[config.mk]
export PLATFORM = sky130hd
export DESIGN_NAME = bht_hash
export DESIGN_NICKNAME = d
export VERILOG_FILES = /design/src/rtl/bht_pkg.sv /design/src/rtl/bht_hash.sv
export SDC_FILE = /design/constraint.sdc
export NUM_CORES = 1
export LEC_CHECK = 0
export ABC_AREA = 1
export BUFFER_PORTS_ARGS = -buffer_cell sky130_fd_sc_hd__buf_2
export CORE_ASPECT_RATIO = 0.8
export CORE_MARGIN = 2
export CORE_UTILIZATION = 30
export DETAILED_ROUTE_END_ITERATION = 16
export GPL_TIMING_DRIVEN = 1
export SLEW_MARGIN = 5
export SYNTH_ARGS = -nofsm -noshare
export SYNTH_HDL_FRONTEND = slang
export SYNTH_SLANG_ARGS = --single-unit
[constraint.sdc]
create_clock -name clk -period 11.4 [get_ports clk]
set_input_delay 1.71 -clock clk [delete_from_list [all_inputs] [get_ports clk]]
set_output_delay 1.71 -clock clk [all_outputs]
set_load 0.02 [all_outputs]
[src/rtl/bht_pkg.sv]
`default_nettype none
package bht_pkg;
	localparam int MaxBuckets = 64;
	localparam int SlotsPerBucket = 4;
	localparam int TotalSlots = MaxBuckets * SlotsPerBucket;
	localparam int SlotW = $clog2(TotalSlots);
	localparam int BucketW = $clog2(MaxBuckets);
	localparam int SlotIdxW = (SlotsPerBucket > 1) ? $clog2(SlotsPerBucket) : 1;
	localparam int HashW = 32;
	localparam logic [HashW-1:0] HashSeed = 32'd216;
	localparam logic [HashW-1:0] HashMul = 32'd167;

	typedef enum logic [1:0] {
		REQ_UPSERT = 2'd0,
		REQ_INSERT = 2'd1,
		REQ_UPDATE = 2'd2,
		REQ_GET = 2'd3
	} req_type_t;

	typedef enum logic [1:0] {
		ST_DONE = 2'd0,
		ST_PRESENT = 2'd1,
		ST_NOT_FOUND = 2'd2,
		ST_FULL = 2'd3
	} status_t;

	typedef struct packed {
		logic [1:0] req_type;
		logic [63:0] key_bytes;
		logic [31:0] write_data;
	} in_item_t;

	typedef struct packed {
		logic [1:0] status;
		logic [31:0] read_data;
	} out_item_t;

	typedef enum logic [2:0] {
		S_IDLE,
		S_HASH,
		S_MOD,
		S_READ,
		S_CHECK,
		S_OUT
	} fsm_t;
endpackage
`default_nettype wire

[src/rtl/bht_hash.sv]
`default_nettype none
// iterative hash and modulo: one byte per cycle, then one restoring bit per cycle
module bht_hash (
	input wire logic clk,
	input wire logic arst_n,
	input wire logic start,
	input wire logic [63:0] key,
	input wire logic [6:0] divisor,
	output logic done,
	output logic [bht_pkg::BucketW-1:0] bucket
);
	import bht_pkg::*;

	logic [HashW-1:0] hash_q;
	logic [63:0] key_q;
	logic [3:0] byte_q;
	logic [5:0] bit_q;
	logic [6:0] rem_q;
	logic phase_q, busy_q;
	logic [31:0] hb;
	logic [7:0] rem_sh;

	assign hb = {{24{key_q[7]}}, key_q[7:0]};
	assign rem_sh = {rem_q, hash_q[HashW-1]};

	always_ff @(posedge clk or negedge arst_n) begin
		if (!arst_n) begin
			busy_q <= 1'b0;
			done <= 1'b0;
			phase_q <= 1'b0;
		end else begin
			done <= 1'b0;
			if (start) begin
				busy_q <= 1'b1;
				phase_q <= 1'b0;
				hash_q <= HashSeed;
				key_q <= key;
				byte_q <= 4'd0;
			end else if (busy_q && !phase_q) begin
				// advance one key byte, stop at NUL
				if (byte_q == 4'd8 || key_q[7:0] == 8'd0) begin
					phase_q <= 1'b1;
					bit_q <= 6'd0;
					rem_q <= 7'd0;
				end else begin
					hash_q <= (hash_q ^ hb) * HashMul;
					key_q <= key_q >> 8;
					byte_q <= byte_q + 4'd1;
				end
			end else if (busy_q) begin
				// one remainder bit per cycle
				if ({1'b0, rem_sh} >= {2'b0, divisor})
					rem_q <= 7'(rem_sh - {1'b0, divisor});
				else
					rem_q <= rem_sh[6:0];
				hash_q <= hash_q << 1;
				bit_q <= bit_q + 6'd1;
				if (bit_q == 6'd31) begin
					busy_q <= 1'b0;
					done <= 1'b1;
				end
			end
		end
	end

	assign bucket = rem_q[BucketW-1:0];
endmodule
`default_nettype wire

==> metrics <==
EDFF count, synth between 100 and 150; Clock Tree Buf Depth 2; CP Cell Sequence buf_4 -> xor2_1 -> ha_1 -> ha_1 -> xor2_1 -> fa_1 -> fa_1 -> inv_1 -> ha_1 -> nand2_1 -> nor2_1 -> nand3_1 -> nand3b_1 -> nand2_1 -> nand3_1 -> nand3_1 -> nand2_1 -> nand2_1; Syn Inst Count 1,470; Worst path top cell family by delay adder cells; wire per inst 14.6 um; Main synth FF type edfxtp_1; first-pass GRT wire length roughly 47 mm; fin. max-slew vios 0; CTS tree done; Peak Freq around 0.19 GHz; Hold WC Path Type reg2reg; async set-or-reset flop fraction in the synthesized netlist 2.59%; Clock transition at path regs approximately 0.070 ns; critical path depth 18; Min Hold Slack roughly 0.51 ns; Die Area 0.0394 mm^2; CP startpoint kind flip-flop; RSZ-0062 raised after global routing no; DIE WIDTH about 220 um; Seq cells post-synth roughly 120; synthesized area per cell 7.73 um^2; final WL 29.3 mm; # nets final about 1,700; cell row count 63; Setup TNS 0 ns; crit end category flip-flop; clock sink count approximately 120; Inserted Diodes 0; share of cells above drive strength 1 around 9%; critical path class reg2reg; Post-DRT Antenna Nets 0; GRT overflow 0; Reg2Reg Depth 18; pin count of the biggest net entering global routing a little over 70; clock root cell clkbuf_16; Worst path slowest cell fa_1; Buf+Inv Stages, Crit Path 2; Final period util a little under half; drt first pass iters 7; Post-Synthesis Cell Area roughly 0.011 mm^2; Syn-to-layout area delta 11.4%; Req. time, crit path roughly 12 ns; Filler cells 3,953; via count 9,311; Final min period 5.20 ns; CP dominant cell by count nand2_1; Largest stage delay, worst path 0.55 ns; Worst-Margin Slew 1.11 ns; initial DRC count 698; port bufs 80; Synth Warn # 0; hpwl dp 22.4 mm; H-tree depth 4; worst skew pair latency 0.43 ns; vias in the first global route 9,020; post-synthesis sequential area ratio 30.5%; most common cell after layout, fill and taps aside nand2_1; Core Footprint approximately 0.037 mm^2; Hold-fix buffers, CTS 0; Clock Skew about 0.015 ns; Die Ht 178 um; MaxCap Viol Count 0; Synth cell types 42; Max-slew headroom 26.0%; antenna violations before repair 1; outcome complete, no violations; DP Area 0.0121 mm^2; # Post-CTS Setup Buffers 0; DR vias/cell 4.63; most frequent cells in the layout nand2_1, inv_1, edfxtp_1, a21oi_1, buf_2; post-route cell area 0.0127 mm^2; hold depth 2; total track usage 15.1%; Net Count, Synth between 1,500 and 2,000; number of setup violations in the final report 0; TritonCTS Buffers 17; CTS resizes 0; Arrival @ worst endpoint 5.39 ns; placer congestion estimate 0.943; maximum fanout along the worst path 27; Initial Util 30.5%; I/O pin count between 80 and 90; DRC viols 0; final hold vios 0
==> per-stage QoR <==
stage	instances	worst slack (ns)	utilization [%]
finish	2011	6.20	34.0
global route	2011	5.89	34.0
CTS	2011	6.21	34.0
detailed placement	1979	6.21	32.5
global placement	1979	6.24	32.5
floorplan	1470	5.57	-
==> flip-flops by register name (all words and copies together) (netlist names) <==
name,cells
done,1
key_q,64
bit_q,6
busy_q,1
rem_q,7
byte_q,4
phase_q,1
hash_q,32
==> cells in the mapped netlist, types with 2 or more instances <==
cell type  number  area share, %
a211oi_1        2           0.13
a21o_1          9           0.59
a21oi_1        82            3.6
buf_1           4           0.13
buf_2          11           0.48
buf_4          11           0.73
buf_6           5           0.50
clkbuf_1       33            1.1
dfrtp_1         3           0.66
edfxtp_1      113             30
fa_1           71             13
ha_1           65            7.2
inv_1         243            8.0
inv_2           5           0.17
inv_4           2           0.11
nand2_1       462             15
nand2_2         3           0.17
nand3_1        60            2.6
nand4_1        13           0.72
nor2_1         71            2.3
nor3_1         10           0.44
nor3b_1         2           0.13
nor4_1          4           0.22
o21ai_0        62            2.7
o21ai_1         4           0.18
o21ai_2         2           0.15
o21bai_1        7           0.46
xnor2_1        55            4.2
xor2_1         43            3.3
==> area by class of cell <==
cell class | instances | area [um^2] | area share [%]
clock buffers | 19 | 433 | 3.42
clock inverters | 13 | 124 | 0.979
inverters | 250 | 943 | 7.45
multi-input cells | 1039 | 6630 | 52.3
flip-flops and latches | 116 | 3470 | 27.4
well taps | 487 | 609 | 4.81
repair buffers | 87 | 453 | 3.58
==> path summary, 6_finish.rpt <==
check,startpoint,endpoint,slack [ns]
min in group asynchronous,arst_n,phase_q,1.41
max reg2reg,key_q[7],hash_q[30],6.20
max,key_q[7],hash_q[30],6.20
min reg2reg,key_q[59],key_q[51],0.51
max in group asynchronous,arst_n,busy_q,9.52
min,key_q[59],key_q[51],0.51
==> tightest hold or removal path: cells and delay by family (launching register included) <==
kind | cells | cell delay (ns)
flip-flops | 1 | 0.32
AND/OR/NAND/NOR | 2 | 0.09
==> kinds of logic (layout without fill, tap and decap cells) <==
family	after synthesis	in the layout	synth area share, %
compound gates	172	172	8.20
xor+xnor	99	99	7.70
fa+ha+maj	136	136	19.7
buf+inv	315	369	11.3
flops	116	116	30.5
simple gates	632	632	22.6
==> metal layers <==
layer / global-route usage [%] / wire length [um] / vias up
met5: 0 / 12 / -
met4: 3.74 / 414 / 2
met3: 3.44 / 1860 / 34
met2: 23.4 / 12500 / 272
met1: 21.3 / 14500 / 4320
li1: - / - / 4683
Power is not shown: default switching activity piles up to over one toggle a cycle in this logic, so the estimate is an artifact.
