### src/rtl/bht_ram.sv
`default_nettype none
module bht_ram #(
	parameter int Width = 8,
	parameter int Depth = 16
) (
	input wire logic clk,
	input wire logic we,
	input wire logic [$clog2(Depth)-1:0] waddr,
	input wire logic [Width-1:0] wdata,
	input wire logic [$clog2(Depth)-1:0] raddr,
	output logic [Width-1:0] rdata
);
	logic [Width-1:0] mem [Depth];

	// write port, registered read port
	always_ff @(posedge clk) begin
		if (we) mem[waddr] <= wdata;
		rdata <= mem[raddr];
	end
endmodule
`default_nettype wire

### config.mk
export PLATFORM = sky130hd
export DESIGN_NAME = bht_ram
export DESIGN_NICKNAME = d
export VERILOG_FILES = /design/src/rtl/bht_ram.sv
export SDC_FILE = /design/constraint.sdc
export NUM_CORES = 1
export LEC_CHECK = 0
export BUFFER_PORTS_ARGS = -buffer_cell sky130_fd_sc_hd__buf_2
export CELL_PAD_IN_SITES_DETAIL_PLACEMENT = 1
export CELL_PAD_IN_SITES_GLOBAL_PLACEMENT = 1
export CORE_UTILIZATION = 45
export CTS_CLUSTER_DIAMETER = 150
export DETAILED_ROUTE_END_ITERATION = 10
export PLACE_DENSITY = 0.67
export SKIP_LAST_GASP = 1
export SLEW_MARGIN = 25
export SYNTH_ARGS = -nofsm -noshare
export SYNTH_HDL_FRONTEND = slang
export SYNTH_SLANG_ARGS = --single-unit
### constraint.sdc
create_clock -name clk -period 3.8 [get_ports clk]
set_input_delay 0.76 -clock clk [delete_from_list [all_inputs] [get_ports clk]]
set_output_delay 0.76 -clock clk [all_outputs]
set_load 0.02 [all_outputs]
==> flow_summary.json, run 1 <==
{
  "fill_cells": 942,
  "cts_buffers": 17,
  "wl_per_cell_um": 25.3,
  "root_buffer": "clkbuf_16",
  "syn_avg_cell_area_um2": 22.5,
  "ys_types": 19,
  "cts_setup_buffers": 0,
  "cp_slowest_cell": "nor2_1",
  "hold_viol": 0,
  "rsz0062_at_grt": "false",
  "core_um2": 11000,
  "synth_top_family_by_area": "multiplexers",
  "fin_worst_skew_ns": 0.00928,
  "finalPower_w": 0.00369,
  "reg2reg_from": "mem[2][1]",
  "die_x_um": 109,
  "synth-xor-area-share_pct": 0,
  "synthAdderAreaFrac_pct": 0,
  "required_ns": 3.84,
  "crit_start": "waddr[2]",
  "finalSetupViolations": 0,
  "cts_htree_levels": 4,
  "cts-resized-gates": 0,
  "gp_congestion": 0.677,
  "whs_ns": 0.671,
  "grt_pass1_wl_um": 15700,
  "grt-ovfl-total": 0,
  "cp.arrival_ns": 2.03,
  "post-route-min-period_ns": 1.99,
  "hp-class": "reg -> reg",
  "cp_top_family": "simple AND/OR/NAND/NOR gates",
  "wirelength_um": 10600,
  "synth_area_leader_cell": "edfxtp_1",
  "synth_mux_area_share_pct": 15.0,
  "worstSetupEndpointType": "register",
  "nNetsFinal": 285,
  "maxSlewHeadroom_pct": 27.3,
  "firstDrtPassIters": 4,
  "die_h_um": 109,
  "ys_seq_area_share_pct": 77.8,
  "ant_nets": 0,
  "dpl.hpwl_um": 6240,
  "p_leak_nw": 2.04,
  "cts_tree": "built",
  "drive_gt1_share_pct": 28.2,
  "synth_warnings": 0,
  "fin_setup_tns_ns": 0,
  "ios": 26,
  "numPortBuffers": 25,
  "ys_seq_elements": 136,
  "worstSkewPairLatency_ns": 0.41,
  "status": "complete, no violations",
  "first_global_vias": 2526,
  "die_area_um2": 11900,
  "startpoint_type": "primary input",
  "crit_buf_inv": 1,
  "num_antenna_cells": 0,
  "grt_util_all_layers_pct": 20.2,
  "grt_max_degree": 33,
  "fmax_ghz": 0.502,
  "synthTopCellsByArea": "edfxtp_1 75%, mux4_2 7.9%, mux4_1 7.1%, dfxtp_1 3.1%, a22oi_1 2.3%",
  "placed_cell_area_um2": 5410,
  "clk_path_buf_depth": 2,
  "path_cells": "buf_2 -> or3b_2 -> nor2_1",
  "via_count": 2417,
  "cts_sinks": 136,
  "fin_crit_sh_pct": 52.4,
  "synth-simple-area-share_pct": 3.18,
  "synth_top_area_share_pct": 74.7,
  "syn_to_final_growth_pct": 18.1,
  "stdcell_area_um2": 6080,
  "hold_start": "mem[15][1]",
  "vdd_drop_max_v": 0.000277,
  "syn_nets": 247,
  "max_cap_violations": 0,
  "crit_fanout": 8,
  "critPathMaxStageDelay_ns": 0.64,
  "synth_area_um2": 5150,
  "syn-instance-count": 229,
  "pwr_density_cell_nw_per_um2": 607,
  "clk_pin_slew_ns": 0.06,
  "row_count": 38,
  "initial_utilization_pct": 46.9,
  "slew_violations": 0,
  "post-route-drc-count": 0,
  "antenna_found_initial": 0,
  "worst_pin_slew_ns": 1.09,
  "setup.worst_path.class": "in -> reg",
  "vias_per_cell": 5.75,
  "hold_buffers": 0,
  "synth_compound_area_share_pct": 2.33,
  "drtIter0Drc": 150
}
[registers in the layout, indices dropped and copies added, names as in the netlist]
register	count
mem	128
rdata	8
[metrics by stage]
stage / util, % / cells / setup slack [ns]
final: 55.3 / 420 / 1.81
after CTS: 55.3 / 420 / 1.80
after floorplan: - / 229 / 1.55
after global placement: 49.2 / 388 / 1.41
after detailed placement: 49.2 / 388 / 1.37
after global routing: 55.3 / 420 / 1.75
[per-layer routing]
layer / global-route usage, % / vias to the layer above / wire length [um]
met3: 4.48 / 17 / 491
met4: 11.7 / 0 / 242
met2: 30.1 / 81 / 5100
met1: 27.7 / 1267 / 4810
met5: 0 / - / 0
li1: - / 1052 / -
[layout by cell type (no fill, tap or decap), types with 2 or more instances in the layout]
cell type and n:
buf_2 25, mux4_1 14, dfxtp_1 8, a22oi_1 16
nor3_1 3, edfxtp_1 128, nor2_1 13, nand2b_1 2
nand2_1 9, bufinv_16 6, buf_4 3, clkbuf_16 17
nand3b_1 2, clkinv_2 2, mux4_2 18, clkinvlp_4 3
[path summary, 6_finish.rpt]
path | endpoint | slack (ns) | cells after the start
max | mem[1][1] | 1.81 | 3
min | rdata[1] | 0.67 | 3
max reg2reg | rdata[1] | 2.38 | 3
min reg2reg | rdata[1] | 0.67 | 3
[logic make-up after synthesis]
kind of cell / after synthesis
compound gates: 16
buf+inv: 10
flops: 136
mux: 32
simple gates: 35
[report_power, final]
part | switching, W | internal (W) | total [W]
Clock | 0.000595 | 0.00124 | 0.00184
Combinational | 0.0000997 | 0.0000626 | 0.000162
Sequential | 0.0000102 | 0.00168 | 0.00169
[cell usage after synthesis (all sizes together)]
library cell / number
dfxtp: 8
or3b: 1
nor2b: 1
nand3b: 2
nor3: 4
nand2: 9
and2: 1
buf: 7
a22oi: 16
mux4: 32
clkdlybuf4s25: 3
nand3: 1
nand2b: 2
and2b: 1
nor2: 13
edfxtp: 128
[final cells by class]
cell class	count	area [um^2]	area share (%)
timing repair buffer	29	168	2.76
clock buffer	19	443	7.29
sequential	136	4000	65.9
tap	140	175	2.88
clock inverter	13	225	3.71
multi-input combinational	83	1060	17.5
[worst min-delay path, stage by stage (launching register included)]
cell	delay [ns]
edfxtp_1	0.31
mux4_2	0.22
a22oi_1	0.06
nand2_1	0.05
Note: power is estimated with default switching activity, not from simulation.
==> run 2, diff against run 1 <==
==> constraint.sdc (replaced) <==
create_clock -name clk -period 2 [get_ports clk]
set_input_delay 0.4 -clock clk [delete_from_list [all_inputs] [get_ports clk]]
set_output_delay 0.4 -clock clk [all_outputs]
set_load 0.02 [all_outputs]
==> run 2 against run 1 <==
Worst hold slack worse by 0.29 ns. Critical path type unchanged. Total power up 70%. Sequential cell count unchanged. Non-clock buffer count up 17. Highest routed layer unchanged. Setup slack worse by 1.3 ns.
==> flow_summary.json, run 2 (synthesized netlist as in run 1, its figures left out) <==
{
  "clk_pin_slew_ns": 0.06,
  "status": "complete, no violations",
  "hold_buffers": 0,
  "drtIter0Drc": 140,
  "first_global_vias": 2674,
  "cts_buffers": 17,
  "reg_top3": "mem (128), rdata (8)",
  "drive_gt1_share_pct": 30.4,
  "nNetsFinal": 302,
  "slew_violations": 0,
  "p_leak_nw": 2.07,
  "initial_utilization_pct": 46.9,
  "via_count": 2488,
  "fin_crit_sh_pct": 75.1,
  "cts_htree_levels": 4,
  "max_cap_violations": 0,
  "ant_nets": 0,
  "largest_reg_flops": 128,
  "maxSlewHeadroom_pct": 70.6,
  "grt_max_degree": 33,
  "grtUsageMet2_pct": 32.5,
  "worstSkewPairLatency_ns": 0.40,
  "cp.arrival_ns": 1.77,
  "worst_pin_slew_ns": 0.441,
  "worstSetupEndpointType": "register",
  "hold_viol": 0,
  "setup.worst_path.class": "in -> reg",
  "die_h_um": 109,
  "pwr_density_cell_nw_per_um2": 1030,
  "crit_fanout": 20,
  "root_buffer": "clkbuf_16",
  "grt_pass1_wl_um": 15700,
  "use_met3_pct": 4.12,
  "post-route-drc-count": 0,
  "ios": 26,
  "fin_worst_skew_ns": 0.00526,
  "clk_path_buf_depth": 2,
  "fill_cells": 965,
  "num_antenna_cells": 0,
  "cts_tree": "built",
  "stdcell_area_um2": 6070,
  "gp_congestion": 0.686,
  "busiest_layer": "met2",
  "use_met1_pct": 25.6,
  "grt_util_all_layers_pct": 19.9,
  "cts_setup_buffers": 0,
  "dp_slack_ns": 0.135,
  "placed_cell_area_um2": 5560,
  "cts_sinks": 136,
  "holdPathStages": 1,
  "rr_worst_depth": 3,
  "fin_setup_tns_ns": 0,
  "die_area_um2": 11900,
  "vdd_drop_max_v": 0.000502,
  "syn_to_final_growth_pct": 18.0,
  "cts-resized-gates": 0,
  "layout_common_cells": "128 x edfxtp_1, 25 x buf_2, 18 x mux4_2, 18 x buf_4, 17 x clkbuf_16",
  "final_common_cell": "edfxtp_1",
  "whs_ns": 0.384,
  "vias_per_cell": 5.71,
  "required_ns": 2.27,
  "finalSetupViolations": 0,
  "die_x_um": 109,
  "fmax_ghz": 0.665,
  "numPortBuffers": 25,
  "wl_per_cell_um": 24.4,
  "startpoint_type": "primary input",
  "wirelength_um": 10600,
  "hp-class": "in -> reg",
  "antenna_found_initial": 0,
  "row_count": 38,
  "rsz0062_at_grt": "false",
  "core_um2": 11000,
  "post-route-min-period_ns": 1.50,
  "setup_ws_ns": 0.497,
  "dpl.hpwl_um": 6870,
  "firstDrtPassIters": 4,
  "grt-ovfl-total": 0,
  "top_register": "mem"
}
## run 2: per-stage QoR
step / util [%] / total power (W) / std cells
finish: 55.3 / 0.00628 / 436
global route: 55.3 / 0.00645 / 436
CTS: 55.3 / 0.00632 / 436
detailed placement: 50.6 / 0.00360 / 405
global placement: 50.6 / 0.00358 / 405
floorplan: - / 0.00344 / 229
## run 2: area by class of cell
cell class              instances  area (um^2)  share of cell area (%)
flip-flops and latches        136         4000                    65.9
repair buffers                 46          320                    5.27
well taps                     140          175                    2.88
clock buffers                  18          429                    7.06
clock inverters                13         88.8                    1.46
multi-input cells              83         1060                    17.4
## run 2: per-layer routing
metal / wire, um / part of all wire, %
met4: 218 / 2.0
met3: 486 / 4.6
met1: 4550 / 43
met2: 5380 / 51
met5: 0 / 0
## run 2: power by group
part           internal [W]  switching (W)
Sequential          0.00319      0.0000234
Clock               0.00166        0.00108
Combinational      0.000134       0.000191
Total               0.00499        0.00129
## run 2: worst paths after layout
path | slack (ns) | from | end
worst max-delay path | 0.50 | raddr[0] | rdata[4]
worst min-delay path | 0.38 | wdata[5] | mem[2][5]
worst max register to register | 0.57 | mem[8][4] | rdata[4]
worst min register to register | 0.68 | mem[7][1] | rdata[1]
## run 2: critical path: stages
cell and delay, ns:
buf_2 0.14, buf_12 0.21, mux4_1 0.58, a22oi_1 0.32, nand2_1 0.12
==> run 3, diff against run 2 <==
--- a/config.mk
+++ b/config.mk
@@ -5,13 +5,14 @@
 export SDC_FILE = /design/constraint.sdc
 export NUM_CORES = 1
 export LEC_CHECK = 0
+export ABC_AREA = 1
 export BUFFER_PORTS_ARGS = -buffer_cell sky130_fd_sc_hd__buf_2
 export CELL_PAD_IN_SITES_DETAIL_PLACEMENT = 1
 export CELL_PAD_IN_SITES_GLOBAL_PLACEMENT = 1
 export CORE_UTILIZATION = 45
 export CTS_CLUSTER_DIAMETER = 150
 export DETAILED_ROUTE_END_ITERATION = 10
-export PLACE_DENSITY = 0.67
+export PLACE_DENSITY = 0.73
 export SKIP_LAST_GASP = 1
 export SLEW_MARGIN = 25
 export SYNTH_ARGS = -nofsm -noshare
==> constraint.sdc (replaced) <==
create_clock -name clk -period 1.5 [get_ports clk]
set_input_delay 0.3 -clock clk [delete_from_list [all_inputs] [get_ports clk]]
set_output_delay 0.3 -clock clk [all_outputs]
set_load 0.02 [all_outputs]
==> run 3 against run 2 <==
Cell count is 79% higher. Critical path depth fell by 4. Area after synthesis increased by 12%. Worst hold slack worse by 0.15 ns. Clock skew hardly changed. Die area rose by 12%. Non-clock buffer count up 7. Sequential share of layout area fell by 7.4 points. Register-to-register slack worse by 0.15 ns. Synthesized cell count increased by 140%. Core utilization is 0.49 points higher. Sequential power is 33% higher. Largest power group is now the clock network. Highest routed layer unchanged.
==> flow_summary.json, run 3 <==
{
  "async_flop_share_pct": 0,
  "slew_violations": 0,
  "hold_buffers": 0,
  "rsz0062_at_grt": "false",
  "required_ns": 1.20,
  "ios": 26,
  "crit_cells": 1,
  "worstSkewPairLatency_ns": 0.42,
  "combPwrFrac_pct": 6.3,
  "maxSlewHeadroom_pct": 74.4,
  "whs_ns": 0.235,
  "numPortBuffers": 25,
  "min_to": "rdata[3]",
  "grt-ovfl-total": 0,
  "die_x_um": 115,
  "syn_to_final_growth_pct": 18.6,
  "ys_types": 12,
  "r2r_end": "rdata[3]",
  "vdd_drop_max_v": 0.000973,
  "p_seq_share_pct": 45.9,
  "dpl.hpwl_um": 9470,
  "wl_per_cell_um": 18.7,
  "die_h_um": 115,
  "fill_cells": 1374,
  "crit_fanout": 1,
  "internal-power_w": 0.00734,
  "fin_setup_tns_ns": 0,
  "status": "complete, no violations",
  "startpoint_type": "register",
  "drive_gt1_share_pct": 13.9,
  "vias_per_cell": 5.02,
  "fin_worst_skew_ns": 0.00532,
  "gp_congestion": 0.872,
  "synth_top_area_share_pct": 66.7,
  "holdPathStages": 3,
  "die_area_um2": 13300,
  "reg_top3": "mem (128), rdata (8)",
  "via_count": 3917,
  "p_leak_nw": 2.98,
  "top_register": "mem",
  "clk_path_buf_depth": 2,
  "num_antenna_cells": 0,
  "crit_buf_inv": 1,
  "row_count": 40,
  "regArea_um2": 4000,
  "post-route-min-period_ns": 1.32,
  "syn_avg_cell_area_um2": 10.5,
  "cts_buffers": 17,
  "setup_ws_ns": 0.185,
  "r2r_slack_ns": 0.42,
  "max_cap_violations": 0,
  "cp.arrival_ns": 1.02,
  "cp_top_family": "flip-flops",
  "worst_pin_slew_ns": 0.384,
  "synth_area_leader_cell": "edfxtp_1",
  "ys_top_cells_by_count": "173 x nand2_1, 128 x edfxtp_1, 100 x inv_1",
  "stdcell_area_um2": 6840,
  "synth_most_common_cell": "nand2_1",
  "cts-resized-gates": 0,
  "hold_start": "raddr[3]",
  "critPathMaxStageDelay_ns": 0.40,
  "grt_util_all_layers_pct": 24.7,
  "wirelength_um": 14600,
  "layout_common_cells": "173 x nand2_1, 128 x edfxtp_1, 100 x inv_1",
  "core_um2": 12300,
  "first_global_vias": 4152,
  "dp_slack_ns": 0.113,
  "hp-class": "in -> reg",
  "synth_ff_type": "edfxtp_1",
  "pwr_density_cell_nw_per_um2": 1360,
  "placed_cell_area_um2": 6210,
  "fmax_ghz": 0.760,
  "setup.worst_path.class": "reg -> out",
  "cts_sinks": 136,
  "cts_htree_levels": 4,
  "post-route-drc-count": 0,
  "fin_crit_sh_pct": 87.7,
  "cts_setup_buffers": 0,
  "p_clk_share_pct": 47.8,
  "worstSetupEndpointType": "output port",
  "swShare_pct": 21.2,
  "drtIter0Drc": 217,
  "finalSetupViolations": 0,
  "nNetsFinal": 617,
  "syn-instance-count": 551,
  "antenna_found_initial": 0,
  "cts_tree": "built",
  "rr_worst_depth": 6,
  "largest_reg_flops": 128,
  "fin_util_pct": 55.8,
  "hold_viol": 0,
  "reg2reg_from": "mem[4][3]",
  "root_buffer": "clkbuf_16",
  "grt_pass1_wl_um": 22800,
  "ys_seq_elements": 136,
  "synth_area_um2": 5770,
  "ant_nets": 0,
  "p_sw_w": 0.00197,
  "syn_nets": 569,
  "final_common_cell": "nand2_1",
  "grt_max_degree": 39,
  "clk_pin_slew_ns": 0.05,
  "firstDrtPassIters": 4,
  "synth_edf_count": 128,
  "ys_seq_area_share_pct": 69.4,
  "cp_slowest_cell": "dfxtp_1",
  "synthTopCellsByArea": "edfxtp_1 67%, nand2_1 11%, nand3_1 8.4%, inv_1 6.5%, dfxtp_1 2.8%",
  "multi_input_area_um2": 1210,
  "synth_warnings": 0,
  "path_cells": "buf_2",
  "initial_utilization_pct": 47.0
}
==> run 3: changes by cell type after synthesis, moves of 10 or more <==
cell     change
mux4_2      -18
mux4_1      -14
a22oi_1     -16
buf_2       +10
inv_1      +100
nand2_1    +164
nand3_1     +96
==> run 3: worst max path at each step <==
stage,from,to,slack (ns)
after floorplan,waddr[2],mem[10][0],0.25
after global placement,raddr[1],rdata[0],0.11
after detailed placement,raddr[1],rdata[0],0.11
after CTS,rdata[7],rdata[7],0.20
after global routing,rdata[7],rdata[7],0.19
final,rdata[3],rdata[3],0.18
==> run 3: metrics by stage <==
step / instances / power [W]
floorplan: 551 / 0.00468
finish: 780 / 0.00932
global placement: 748 / 0.00493
global route: 780 / 0.00958
CTS: 780 / 0.00938
detailed placement: 748 / 0.00495
==> run 3: metal layers <==
| metal | up-vias | global-route usage (%) | wire length (um) |
|---|---|---|---|
| met5 | - | 0 | 0 |
| met4 | 0 | 10.7 | 352 |
| met3 | 24 | 5.48 | 619 |
| met2 | 89 | 42.0 | 7430 |
| met1 | 1935 | 30.3 | 6180 |
| li1 | 1869 | - | - |
==> run 3: cell families after synthesis <==
logic type / synth area share [%]
simple gates: 21.0
flops: 69.4
buf+inv: 9.52
==> run 3: layout make-up <==
type                    instances  area share [%]
inverters                     102            5.60
well taps                     168            3.07
multi-input cells             289            17.7
flip-flops and latches        136            58.5
clock buffers                  17            6.22
clock inverters                15            3.04
repair buffers                 53            5.82
==> run 3: power by group through the flow <==
| stage | registers (W) | logic, W | clock network (W) |
|---|---|---|---|
| final | 0.00428 | 0.000587 | 0.00445 |
| after detailed placement | 0.00436 | 0.000590 | 0 |
| after CTS | 0.00428 | 0.000596 | 0.00450 |
| after global placement | 0.00436 | 0.000572 | 0 |
| after floorplan | 0.00438 | 0.000300 | 0 |
| after global routing | 0.00429 | 0.000650 | 0.00465 |
